File: config.mk
export PLATFORM = sky130hd
export DESIGN_NAME = pntu_ctrl
export DESIGN_NICKNAME = d
export VERILOG_FILES = /design/src/pntu_pkg.sv /design/src/pntu_ctrl.sv
export SDC_FILE = /design/constraint.sdc
export NUM_CORES = 1
export LEC_CHECK = 0
export BUFFER_PORTS_ARGS = -buffer_cell sky130_fd_sc_hd__buf_4
export CAP_MARGIN = 15
export CELL_PAD_IN_SITES_DETAIL_PLACEMENT = 0
export CELL_PAD_IN_SITES_GLOBAL_PLACEMENT = 1
export CORE_MARGIN = 2
export CORE_UTILIZATION = 40
export CTS_CLUSTER_SIZE = 10
export DETAILED_ROUTE_END_ITERATION = 16
export PLACE_DENSITY = 0.79
export SYNTH_ARGS = -nofsm -noshare
export SYNTH_HDL_FRONTEND = slang
export SYNTH_SLANG_ARGS = --single-unit
File: constraint.sdc
create_clock -name clk -period 1.85 [get_ports clk]
set_input_delay 0.185 -clock clk [delete_from_list [all_inputs] [get_ports clk]]
set_output_delay 0.185 -clock clk [all_outputs]
set_load 0.1 [all_outputs]
File: src/pntu_pkg.sv
// ----------------------------------------------------------------------------
// pntu_pkg
// Shared types, constants and functions for the peer node table.
// ----------------------------------------------------------------------------
package pntu_pkg;

  localparam logic [1:0] ACT_ALIVE  = 2'd0;
  localparam logic [1:0] ACT_FULL   = 2'd1;
  localparam logic [1:0] ACT_SELF   = 2'd2;
  localparam logic [1:0] ACT_LOOKUP = 2'd3;

  localparam logic [1:0] REG_INTERVAL = 2'd0;

  localparam logic [15:0] CRC_INIT = 16'hFFFF;
  localparam logic [15:0] CRC_POLY = 16'h1021;

  typedef struct packed {
    logic scan_start;
    logic [1:0] scan_mode;
    logic apply;
    logic result;
  } pntu_cmd_t;

  typedef struct packed {
    logic scan_done;
    logic found;
    logic have_free;
    logic have_victim;
  } pntu_sts_t;

  localparam logic [1:0] SCAN_FIND  = 2'd0;
  localparam logic [1:0] SCAN_GREY  = 2'd1;
  localparam logic [1:0] SCAN_ANY   = 2'd2;
  localparam logic [1:0] SCAN_COLL  = 2'd3;

  // Processes one byte of the CRC, eight dependent narrow steps.
  function automatic logic [15:0] crc_byte(input logic [15:0] crc_in, input logic [7:0] data);
    logic [15:0] c;
    c = crc_in ^ {data, 8'h00};
    for (int b = 0; b < 8; b++) begin
      c = c[15] ? ({c[14:0], 1'b0} ^ CRC_POLY) : {c[14:0], 1'b0};
    end
    return c;
  endfunction

  function automatic logic seq_newer(input logic [15:0] inc, input logic [15:0] last);
    logic [15:0] d;
    d = inc - last;
    return (d != 16'd0) && !d[15];
  endfunction

endpackage

File: src/pntu_ctrl.sv
// ----------------------------------------------------------------------------
// pntu_ctrl
// Sequencer for the table: lookup scan, eviction scans, update, collision scan.
// ----------------------------------------------------------------------------
module pntu_ctrl import pntu_pkg::*; (
  input  logic      clk,
  input  logic      rst,
  input  logic      start,
  input  logic [1:0] action,
  input  pntu_sts_t sts,
  output pntu_cmd_t cmd,
  output logic      busy,
  output logic      fail
);

  typedef enum logic [6:0] {
    ST_IDLE  = 7'b0000001,
    ST_FIND  = 7'b0000010,
    ST_GREY  = 7'b0000100,
    ST_ANY   = 7'b0001000,
    ST_APPLY = 7'b0010000,
    ST_COLL  = 7'b0100000,
    ST_DONE  = 7'b1000000
  } state_t;

  state_t state, state_next;
  logic [1:0] act;
  logic fail_next;

  always_ff @(posedge clk) begin
    if (rst) begin
      state <= ST_IDLE;
      act   <= ACT_ALIVE;
      fail  <= 1'b0;
    end else begin
      state <= state_next;
      fail  <= fail_next;
      if (start && !busy) begin
        act <= action;
      end
    end
  end

  assign busy = (state != ST_IDLE);

  always_comb begin
    state_next = state;
    fail_next  = fail;
    cmd        = '0;
    case (state)
      ST_IDLE: begin
        if (start) begin
          state_next     = ST_FIND;
          cmd.scan_start = 1'b1;
          cmd.scan_mode  = SCAN_FIND;
          fail_next      = 1'b0;
        end
      end
      ST_FIND: begin
        if (sts.scan_done) begin
          if (sts.found || sts.have_free) begin
            if (!sts.found && act == ACT_LOOKUP) begin
              fail_next  = 1'b1;
              state_next = ST_DONE;
            end else begin
              state_next = ST_APPLY;
            end
          end else if (act == ACT_LOOKUP) begin
            fail_next  = 1'b1;
            state_next = ST_DONE;
          end else begin
            state_next     = ST_GREY;
            cmd.scan_start = 1'b1;
            cmd.scan_mode  = SCAN_GREY;
          end
        end
      end
      ST_GREY: begin
        if (sts.scan_done) begin
          if (sts.have_victim) begin
            state_next = ST_APPLY;
          end else if (act == ACT_SELF) begin
            state_next     = ST_ANY;
            cmd.scan_start = 1'b1;
            cmd.scan_mode  = SCAN_ANY;
          end else begin
            fail_next  = 1'b1;
            state_next = ST_DONE;
          end
        end
      end
      ST_ANY: begin
        if (sts.scan_done) begin
          if (sts.have_victim) begin
            state_next = ST_APPLY;
          end else begin
            fail_next  = 1'b1;
            state_next = ST_DONE;
          end
        end
      end
      ST_APPLY: begin
        cmd.apply      = 1'b1;
        cmd.scan_start = 1'b1;
        cmd.scan_mode  = SCAN_COLL;
        state_next     = ST_COLL;
      end
      ST_COLL: begin
        if (sts.scan_done) begin
          state_next = ST_DONE;
        end
      end
      ST_DONE: begin
        cmd.result = 1'b1;
        state_next = ST_IDLE;
      end
      default: state_next = ST_IDLE;
    endcase
  end

endmodule

Yosys cells after proc, flatten, opt, wreduce, memory -nomap -nowiden
Cells that the tools add are included.

cells by class
  equality and inequality tests = 20
  multiplexer cells = 33
  reduce and logical (&&, ||, !) cells = 8

operators by type and width
  cell                  count
  $mux W7               11
  $pmux W7 S6           1
  $mux W3               7
  $ne A2 B2 Y1 const B  8
  $mux W1               12
  $pmux W3 S4           1
  $reduce_and A10 Y1    1
  $eq A7 B1 Y1 const B  1
  $eq A7 B2 Y1 const B  1
  $eq A7 B3 Y1 const B  1
  $eq A7 B4 Y1 const B  1
  $eq A7 B5 Y1 const B  1
  $eq A7 B6 Y1 const B  1
  $eq A7 B7 Y1 const B  1
  $ne A7 B1 Y1 const B  1
  $ne A3 B3 Y1 const B  2
  $reduce_and A5 Y1     1
  $eq A2 B2 Y1 const B  2
  $pmux W1 S4           1
  $reduce_bool A4 Y1    1
  $logic_and A1 B1 Y1   2
  $logic_not A1 Y1      2
  $logic_or A1 B1 Y1    1

storage, ports and cells
  flip-flop bits (word level) = 10
  input bits = 9
  output and inout port bits = 7

Depth between registers and ports, before layout
Gate-level depths: netlist (run 1).

  word-level depth = 6
  mapped depth = 7
  depth with buffers taken out = 6

Worst setup path after synthesis (run 1)
OpenSTA, ideal clock, no wires.

  path type = register to output
  start point = register state[3]
  end point = output cmd[4] (netlist name)
  arrival = 3.253 ns
  data required time = 1.665 ns
  slack = -1.588 ns
  stages on the path, launching flop included = 5
  path through = dfxtp_1 -> nand2b_1 -> or4b_1 -> o21ai_1 -> or3b_1

RTL lines
  element                 line             text
  from (decl)             pntu_ctrl.sv:26  state_t state, state_next;
  from (signal assigned)  pntu_ctrl.sv:36  state <= state_next;
  to (decl)               pntu_ctrl.sv:11  output pntu_cmd_t cmd,

==> impl.org, run 1 <==
** Run status
- Outcome :: finished with violations
- The final reports fail on setup timing.

** Clocking
- In this run the number of H-tree levels came out at 1.
- TritonCTS buffer count :: 3
- Maximum clock path buffer count :: 2
- Clock transition at the register clock pins on the worst setup and hold paths after CTS :: 0.07 ns
- Root buf cell :: sky130_fd_sc_hd__clkbuf_4
- The later pin in the worst-skew pair is clocked with a latency of roughly 0.27 ns.
- CTS tree :: done
- Counting every sink on the clock net gives 10.

** Timing
- F_max :: roughly 0.50 GHz
- Across all setup checks in the final design, the least slack found is -0.1329 ns.
- Post-route setup TNS :: -0.2597 ns
- Max Clock Skew :: between 0.005 and 0.006 ns
- Worst slew pin tran :: 0.3680 ns
- Share of the cycle needed by the critical path after routing :: 1.072
- In this run the tightest slew margin relative to its limit is 0.7542.
- Pins Over Slew Limit :: 0
- Setup repair after global routing could not meet its margin everywhere.
- The routed design could run at a clock period as short as a little under 2 ns.
- Setup violations remaining at the end of the flow were counted as 3.
- The number of hold violations in the final report was 0.

** Yosys
- Summing every instance area after synthesis gives about 840 sq um.
- Sequential element share of the synthesized area :: 0.2374
- YS warnings :: 0
- Counting distinct cell types in the post-synthesis netlist gives between 40 and 50.
- Number of nets produced by synthesis :: 100
- The average instance in the mapped netlist occupies 9.267 sq um.
- Register bit count reported by yosys :: 10
- After technology mapping, the gate count stands at 91.

** Layout
- Fraction of final layout cells with drive strength greater than 1 :: 0.5512
- In the final design database the tool counted between 100 and 150 nets.
- Commonest non-fill, non-tap cell in the layout :: sky130_fd_sc_hd__buf_4
- The repair_antennas step left the layout with diodes totalling 0.
- Final cell utilization of the core :: 0.6319
- Counting the fill cells in the layout gives 162.
- The area growth from synthesis to layout is 48.52%.
- Most frequent cells in the layout :: 33 x sky130_fd_sc_hd__buf_4, 10 x sky130_fd_sc_hd__nor2_1, 6 x sky130_fd_sc_hd__dfxtp_1, 4 x sky130_fd_sc_hd__a21oi_1, 4 x sky130_fd_sc_hd__buf_12

** Floorplanning
- Floorplan die height :: 49.92 um
- Die boundary width :: ~50 um
- Number of I/O pins :: 16
- Starting density of the core :: 0.4255
- In this run the core area contains 16 standard-cell rows.
- Floorplan core area :: slightly below 0.002 sq mm
- The floorplan step defined a die boundary enclosing 0.002492 sq mm.

** GRT
- Number of antenna violations at the first check in global routing :: 0
- The first global-routing pass estimated 4050 um of wire.
- Via count of the first global-routing pass :: between 800 and 900
- Maximum number of pins on one net before global-route repair :: 9
- Grt ovf :: 0
- Overall routing resource usage :: 0.2152

** Setup path
- At the worst endpoint, the arrival time is around 1.8 ns.
- Setup CP Type :: reg2out
- At the worst endpoint, the required time is ~1.7 ns.
- The worst setup path is captured at an output pin.
- STA classifies the critical path startpoint as a flop.
- Of all nets on the critical path, the largest fanout is 3.

** Placement
- Summed over all nets, the half-perimeter wirelength after detailed placement is between 1500 and 2000 um.
- Port Buffers :: 15
- The congestion estimate from routability-driven global placement came to 0.8935.

** Routing
- Via count :: between 800 and 900
- The first TritonRoute pass finished after 4 iterations.
- In this run, the number of DRC markers left after iteration 0 of detailed routing was 16.
- Drt total wl :: about 2500 um
- Number of nets still failing antenna checks after routing :: 0
- In the routed layout, each cell is associated on average with a via count of between 5 and 6.
- In the final routed layout, each cell accounts on average for around 16 um.
- In the routed design, unresolved DRC markers number 0.

** Run
- Across the run, the number of max-cap violations was 0.

** Power and ir drop
- Standby leakage power :: around 0.56 nW
- IR Drop Worst-Case VDD :: roughly 470 uV
- For this design the ratio of total power to cell area is 596.1 mW/mm^2.
- After layout, the design draws a total of 746.6 uW.

** Worst hold path
- Class of the tightest hold or removal check :: in2reg
[cell usage after synthesis, drive strengths merged]
library cell	number	area [sq um]
nor2	13	75.08
dfxtp	10	200.2
nor3	7	67.56
o21ai	6	37.53
a21oi	5	36.29
buf	5	48.79
nand2	4	15.01
nand2b	4	25.02
nand3	3	27.53
nand3b	3	26.27
a211oi	2	20.02
a311oi	2	17.52
mux2i	2	20.02
nor2b	2	22.52
o2111ai	2	17.52
o211a	2	20.02
or4	2	18.77
xor2	2	17.52
a21o	1	7.510
and2b	1	7.510
and4b	1	10.01
clkdlybuf4s25	1	10.01
clkinv	1	5.000
inv	1	3.750
nand4bb	1	11.26
nor4	1	6.260
nor4b	1	15.01
o21bai	1	7.510
o31ai	1	7.510
or3	1	11.26
or3b	1	8.760
or4b	1	10.01
xnor2	1	8.760
[per-layer routing]
metal,vias to the layer above,wire [um],share of wire,global-route usage
li1,413,-,-,-
met3,6,106,0.043,0.03939
met1,414,1072,0.44,0.2737
met4,0,55,0.022,0.08796
met5,-,0,0,0
met2,32,1227,0.50,0.3556
[critical path, cell delays in order, from the launching register on]
cell	delay, ns
sky130_fd_sc_hd__dfxtp_2	0.33
sky130_fd_sc_hd__buf_6	0.12
sky130_fd_sc_hd__nor2_8	0.08
sky130_fd_sc_hd__nand3b_4	0.08
sky130_fd_sc_hd__or4_4	0.50
sky130_fd_sc_hd__o21ai_4	0.09
sky130_fd_sc_hd__or3b_4	0.15
sky130_fd_sc_hd__buf_12	0.16
[state kept, by name, indices dropped and copies added (netlist names)]
| register | flops |
|---|---|
| state | 7 |
| act | 2 |
| fail | 1 |
[per-stage QoR]
stage / area (sq um) / setup slack, ns / instances / hold slack [ns]
floorplan: 872.1 / -0.3919 / 91 / 0.3322
global placement: 1102 / 0.04211 / 146 / 0.4271
detailed placement: 1102 / 0.05406 / 146 / 0.4303
CTS: 1229 / -0.1123 / 151 / 0.1426
global route: 1252 / -0.1753 / 154 / 0.1582
finish: 1252 / -0.1329 / 154 / 0.1466
[cell families (layout without fill, tap and decap cells)]
logic type             after synthesis  count (layout)  share of synthesized area
AO/OA/AOI/OAI                       22              22                     0.2033
XOR/XNOR                             3               3                    0.03116
buffers and inverters                8              44                    0.08010
flip-flops                          10              10                     0.2374
multiplexers                         2               2                    0.02374
AND/OR/NAND/NOR                     46              46                     0.4243
[where the power goes]
part | internal (mW) | switching [mW]
Clock | 0.0753 | 0.0780
Sequential | 0.230 | 0.0203
Combinational | 0.132 | 0.211
Total | 0.438 | 0.309
[cell type report]
cell class | count | area (sq um) | share of cell area
repair buffers | 39 | 350.3 | 0.2797
well taps | 27 | 33.78 | 0.02697
clock buffers | 3 | 22.52 | 0.01798
flip-flops and latches | 10 | 210.2 | 0.1678
inverters | 2 | 10.01 | 0.007992
multi-input cells | 73 | 625.6 | 0.4995
[path summary, 6_finish.rpt]
kind	startpoint	to	slack, ns	cells past startpoint
worst max-delay path	state[1]	cmd[4]	-0.13	7
worst min-delay path	rst	state[2]	0.15	2
worst max register to register	state[1]	state[6]	0.22	7
worst min register to register	act[1]	act[1]	0.53	2
[timing repair]
item,in CTS,in global routing
hold buffers,0,0
resized for setup,22,1
pin swaps,4,0
endpoints found under the setup margin,4,4
buffers inserted,2,3
hold endpoints to repair,0,0
gates cloned,0,0
(Power assumes the default switching activity.)
==> run 2, diff against run 1 <==
Settings changed: CORE_MARGIN 2 to unset.
==> impl.org, run 2 (synthesis results as in run 1) <==
** Layout
- Of the cells placed in the final design, the portion with a size suffix greater than 1 is 0.5254.
- The register with the most flip-flops in the layout has 7 of them.
- Most frequent cells in the layout :: 23 x sky130_fd_sc_hd__buf_4, 10 x sky130_fd_sc_hd__nor2_1, 6 x sky130_fd_sc_hd__dfxtp_1, 4 x sky130_fd_sc_hd__a21oi_1, 4 x sky130_fd_sc_hd__buf_12
- Final cell utilization of the core :: 0.6046
- The final layout contains around 130 nets.
- The filler cells instantiated in the layout total about 190.
- The largest registers in the layout are state: 7 flops, act: 2 flops, fail: 1 flops.
- Cell area after layout :: 0.001186 sq mm
- The repair_antennas step left the layout with diodes totalling 0.
- Reg with most FFs :: state
- Commonest non-fill, non-tap cell in the layout :: sky130_fd_sc_hd__buf_4
- Compared with the post-synthesis result, the final layout area differs by 40.65%.
- Once layout is complete, the cells apart from fillers number 145.

** Placement
- After detailed placement, the total cell area comes to around 0.0010 sq mm.
- Worst setup slack after placement :: approximately 0.04 ns
- Detailed placement HPWL :: around 1600 um
- Inst Count DP :: roughly 140
- During placement, the flow inserted port buffers numbering 15.
- At the end of routability-driven placement, the weighted congestion stood at around 0.87.

** Floorplanning
- Floorplan die area :: ~0.0023 sq mm
- Number of I/O pins :: 16
- Starting density of the core :: 0.4298
- After floorplanning, the core was divided into 16 placement rows.
- The die is 47.92 um tall.
- Die boundary width :: between 40 and 50 um
- The floorplan step defined a core boundary enclosing roughly 0.0020 sq mm.

** Worst hold path
- Class of the tightest hold or removal check :: in2reg
- Capture endpoint of the worst hold path :: state[2]
- Startpoint of the worst hold path :: rst
- Counting instances, the worst hold path has a depth of 2.

** Run
- Max Cap Viol :: 0

** Power and ir drop
- Power density normalized to cell area :: 610.3 mW/mm^2
- For this design the static power due to leakage is 0.4885 nW.
- After layout, the design draws a total of 723.9 uW.
- IR analysis of the VDD net gives a maximum drop of 376.1 uV.

** GRT
- Overall routing resource usage :: 0.2244
- Maximum number of pins on one net before global-route repair :: 11
- Global-route wire length before repair :: approximately 3400 um
- Via count of the first global-routing pass :: between 600 and 700
- Number of antenna violations at the first check in global routing :: 0
- After global routing the overflow that remains totals 0.

** Timing
- After layout, the minimum clock period comes to approximately 2 ns.
- Post-route setup TNS :: -0.2225 ns
- At the pin with the least slew margin, the transition time is between 0.3 and 0.4 ns.
- F_max :: ~0.5 GHz
- In the finished design, the share of the clock period the worst path needs comes to 1.069.
- The tightest hold path in the finished design has a slack of ~0.14 ns.
- After layout, the worst setup slack is -0.1272 ns.
- The number of hold violations in the final report is 0.
- The clock arrives with approximately 0.012 ns of skew.
- Setup violations remaining at the end of the flow were counted as 2.
- Max_slew headroom :: 0.7646
- Pins Over Slew Limit :: 0
- Setup repair after global routing could not meet its margin everywhere.

** Setup path
- In this run the critical register-to-register path is captured at fail.
- For the worst setup path, the data arrival time is between 1.5 and 2 ns.
- Cell chain of the critical path :: buf_6 -> or4_4 -> o21ai_4 -> or3b_4 -> buf_12
- The most critical setup path has its startpoint at state[2].
- The startpoint identified for the worst register-to-register timing path is state[2].
- At the worst endpoint, the required time is 1.66 ns.
- Sort of element at the end of the critical path :: output pin
- For the worst flop-to-flop path, the logic depth is 7.
- Setup slack of the most critical reg-to-reg path :: roughly 0.19 ns
- STA classifies the critical path startpoint as a flop.
- Worst-path cell with the longest stage delay :: sky130_fd_sc_hd__or4_4
- On the worst path, the slowest cell contributes a delay of about 0.60 ns.
- In this run the worst path has a maximum fanout of 6.
- Setup CP Type :: reg2out

** Routing
- Number of nets still failing antenna checks after routing :: 0
- Detailed-route vias per instance :: between 5 and 6
- Drt total wl :: approximately 2100 um
- Dividing the detail-routed wire length by the instance count gives 14.81 um.
- The detailed router finished its first iteration with 27 violations.
- DR DRC count :: 0
- Across all layers, the routed design uses 820 vias.
- Length of the first detailed-routing pass in iterations :: 6

** Clocking
- The tree is rooted in a sky130_fd_sc_hd__clkbuf_4.
- In this run the number of H-tree levels came out at 1.
- TritonCTS built the clock tree.
- In this run, CTS created clock tree buffers numbering 3.
- The clock net in this run drives a total of 10 sinks.
- After clock tree synthesis, the clock-pin slew on the worst setup and hold paths is about 0.07 ns.
- For the worst-skew pair, the clock arrives at the later sink with an insertion delay of ~0.27 ns.
- Counting along the longest clock path gives a buffer depth of 2.

** Run status
- Violated checks :: setup timing
- The flow ran to the end, but the final reports show violations.
## run 2: cell types whose count changed in the layout (fill, tap and decap cells not counted), sizes merged
cell	delta
buf	-9
clkinv	+1
inv	-1
## run 2: where the power goes
group	total (mW)	internal (mW)	switching [mW]
combinational	0.325	0.124	0.200
clock	0.149	0.0750	0.0736
sequential	0.251	0.228	0.0223
total	0.724	0.428	0.296
## run 2: cell type report
type / count / area, sq um / share of cell area
multi-input combinational: 73 / 624.3 / 0.5264
tap: 27 / 33.78 / 0.02848
sequential: 10 / 210.2 / 0.1772
inverter: 2 / 8.758 / 0.007384
clock buffer: 3 / 22.52 / 0.01899
timing repair buffer: 30 / 286.5 / 0.2416
## run 2: worst max path at each step
stage          slack [ns]  depth (start not counted)  endpoint
6_report            -0.13                          5    cmd[4]
5_1_grt             -0.16                          5    cmd[4]
4_1_cts             -0.12                          5    cmd[4]
3_5_place_dp         0.04                          5    cmd[4]
3_3_place_gp         0.06                          5    cmd[4]
2_1_floorplan       -0.39                          4    cmd[4]
## run 2: repair_timing
action / in CTS / in global routing
resized for setup: 20 / 3
endpoints found under the setup margin: 4 / 4
pin swaps: 4 / 0
buffers inserted: 3 / 0
hold buffers: 0 / 0
## run 2: critical path: cells and delay by family, from the launching register on
kind                   cells  cell delay (ns)
and+or+nand+nor            2             0.75
DFF                        1             0.37
buffers and inverters      2             0.29
AOI/OAI and AO/OA          1             0.10
## run 2: metal layers
metal  up-vias  wire (um)  track usage
li1        395          -            -
met1       381        985       0.3296
met2        35       1034       0.3351
met3         9         90      0.04151
met4         0         36      0.05556
met5         -          0            0
==> run 3, diff against run 2 <==
Settings changed: GPL_ROUTABILITY_DRIVEN set to 0.
Clock period 1.85 ns to 2.2 ns, I/O delays scaled along.
==> impl.org, run 3 (synthesis results as in run 1) <==
** Layout
- Most frequent cells in the layout :: 18 x sky130_fd_sc_hd__buf_4, 10 x sky130_fd_sc_hd__nor2_1, 7 x sky130_fd_sc_hd__dfxtp_1, 4 x sky130_fd_sc_hd__nand2_1, 4 x sky130_fd_sc_hd__a21oi_1
- The repair_antennas step left the layout with diodes totalling 0.
- Final cell utilization of the core :: 0.5325
- In the final layout, flip-flops and latches occupy about 210 sq um.
- In the final layout, the share of cells above drive strength 1 is 0.4537.
- For this run, the post-layout net count is between 100 and 150.
- Relative to the synthesized area, the layout overhead comes to 23.89%.
- Number of non-filler instances in the completed layout :: 135
- The multi-input combinational cells in the finished layout cover a total of just over 600 sq um.
- The register with the most flip-flops in the layout has 7 of them.
- The layout has between 150 and 200 filler cells.
- Commonest non-fill, non-tap cell in the layout :: sky130_fd_sc_hd__buf_4
- In the final layout, the registers with the most flip-flops are state: 7 flops, act: 2 flops, fail: 1 flops.
- Reg with most FFs :: state

** Floorplanning
- The floorplan has 16 rows.
- Starting density of the core :: 0.4298
- Die boundary width :: 47.92 um
- In this run the count of I/O pins placed on the die edge is 16.
- Measured along the y axis, the die boundary spans approximately 48 um.
- The total area inside the core boundary comes to approximately 0.002 sq mm.
- The die covers 0.002296 sq mm.

** Timing
- Worst slew pin tran :: between 0.3 and 0.4 ns
- Timing would allow up to about 0.47 GHz.
- Count of final setup violators :: 0
- Headroom to the max-slew limit came out at 0.7709.
- Shortest clock period the worst path allows after layout :: 2.136 ns
- Dividing the final minimum period by the clock period gives 0.9711.
- The max-slew violation total from the final report came to 0.
- The number of hold violations in the final report came to 0.
- Post-layout worst setup margin :: 0.06354 ns
- Max Clock Skew :: 0.003828 ns
- RSZ-0062 raised after global routing :: false

** Clocking
- Count of H-tree levels built during CTS :: 1
- TritonCTS buffer count :: 3
- CTS tree :: done
- Buffers inserted to repair hold after CTS numbered 0.
- No sink is reached through more buffers than the 2 on the longest clock path.
- Clock transition at the register clock pins on the worst setup and hold paths after CTS :: approximately 0.07 ns
- CTS saw 10 sinks.
- Root buf cell :: sky130_fd_sc_hd__clkbuf_4
- Clk Latency, worst-skew pair :: 0.27 ns

** Routing
- DRC marker count from the first detailed-route iteration :: 13
- Average routed wire per standard cell :: ~15 um
- Length of the first detailed-routing pass in iterations :: 4
- After detailed routing, the number of remaining DRC violations is 0.
- Via count :: roughly 750
- Drt total wl :: about 2000 um
- Once detail routing completed, the nets flagged for antenna violations numbered 0.
- Dividing the detail-routed via count by the number of cells gives 5.578.

** Setup path
- The worst setup path is launched from a flop.
- Data arrival time of the worst path :: around 1.9 ns
- Sort of element at the end of the critical path :: output pin
- Crit path required time :: 1.98 ns
- The worst register-to-register path begins at state[2].
- Max Fanout on Critical Path :: 12
- The worst register-to-register path has a setup slack of 0.48 ns.
- Setup CP Type :: reg2out
- In this run the critical register-to-register path is captured at fail.
- Depth of the worst register-to-register path :: 6

** Power and ir drop
- Power spread over the standard cell area amounts to roughly 600 mW/mm^2.
- Power comes to 625.9 uW.
- Standby leakage power :: between 0.4 and 0.5 nW
- IR Drop Worst-Case VDD :: 393.8 uV

** GRT
- The number of antenna violations at the first check in global routing is 0.
- The first global-routing pass estimated roughly 3200 um of wire.
- The number of global-route vias before repair was 653.
- Maximum number of pins on one net before global-route repair :: 13
- Global routing finished with a remaining overflow of 0.
- Across every metal layer, demand over resource in global routing totals 0.2079.

** Worst hold path
- Startpoint of the worst hold path :: action[1]
- Capture endpoint of the worst hold path :: act[1]
- Class of the tightest hold or removal check :: in2reg
- The worst hold path was traced through 3 stages.

** Placement
- Port Buffers :: 15
- Detailed placement HPWL :: roughly 1500 um
- After detailed placement, the design holds a cell count of approximately 130.
- Worst setup slack after placement :: around 0.26 ns

** Run
- Max Cap Viol :: 0

** Run status
- The flow ran to the end, and the final reports show no timing, DRC or antenna violations.
[run 3: cell types whose count changed in the layout (fill, tap and decap cells not counted), sizes merged]
| cell | change |
|---|---|
| buf | -11 |
| clkbuf | +1 |
[run 3: critical path, cell delays in order (launching register included)]
cell and delay (ns):
sky130_fd_sc_hd__dfxtp_4 0.41, sky130_fd_sc_hd__nand2b_4 0.16, sky130_fd_sc_hd__or4b_4 0.56, sky130_fd_sc_hd__o21ai_4 0.17, sky130_fd_sc_hd__or3b_4 0.15, sky130_fd_sc_hd__buf_8 0.19
[run 3: metrics by stage]
step	setup TNS (ns)	cell area, sq um	hold slack, ns
detailed placement	0	972.2	0.4621
finish	0	1045	0.1756
CTS	0	1012	0.1799
global placement	0	972.2	0.4629
global route	0	1045	0.1866
floorplan	-0.07690	869.6	0.3672
[run 3: layout make-up]
type / instances / area share
Timing Repair Buffer: 19 / 0.1437
Clock buffer: 4 / 0.03473
Multi-Input combinational cell: 73 / 0.5832
Tap cell: 27 / 0.03234
Inverter: 2 / 0.008383
Sequential cell: 10 / 0.1976
[run 3: what timing repair did]
action,CTS,global route
setup endpoints to repair,1,3
resized for setup,1,5
hold endpoints to repair,0,0
pin swaps,0,1
setup buffers,0,2
[run 3: how the worst max path moves through the flow]
| stage | startpoint | end | slack, ns | cells past startpoint |
|---|---|---|---|---|
| floorplan | state[3] | cmd[4] | -0.08 | 4 |
| global placement | state[0] | cmd[4] | 0.26 | 6 |
| detailed placement | state[0] | cmd[4] | 0.26 | 6 |
| CTS | state[0] | cmd[4] | 0.02 | 6 |
| global route | state[3] | cmd[4] | 0.01 | 5 |
| finish | state[3] | cmd[4] | 0.06 | 5 |
[run 3: layer usage]
metal,global-route usage,part of all wire
met5,0,0
met4,0.08333,0.018
met3,0.03396,0.046
met2,0.3108,0.48
met1,0.2950,0.46
[run 3: where the power goes]
| group | leakage (nW) | total [mW] | switching (mW) | internal [mW] |
|---|---|---|---|---|
| clock | 0.0210 | 0.169 | 0.0688 | 0.101 |
| combinational | 0.322 | 0.240 | 0.157 | 0.0830 |
| sequential | 0.0825 | 0.216 | 0.0235 | 0.193 |
| total | 0.426 | 0.626 | 0.249 | 0.377 |
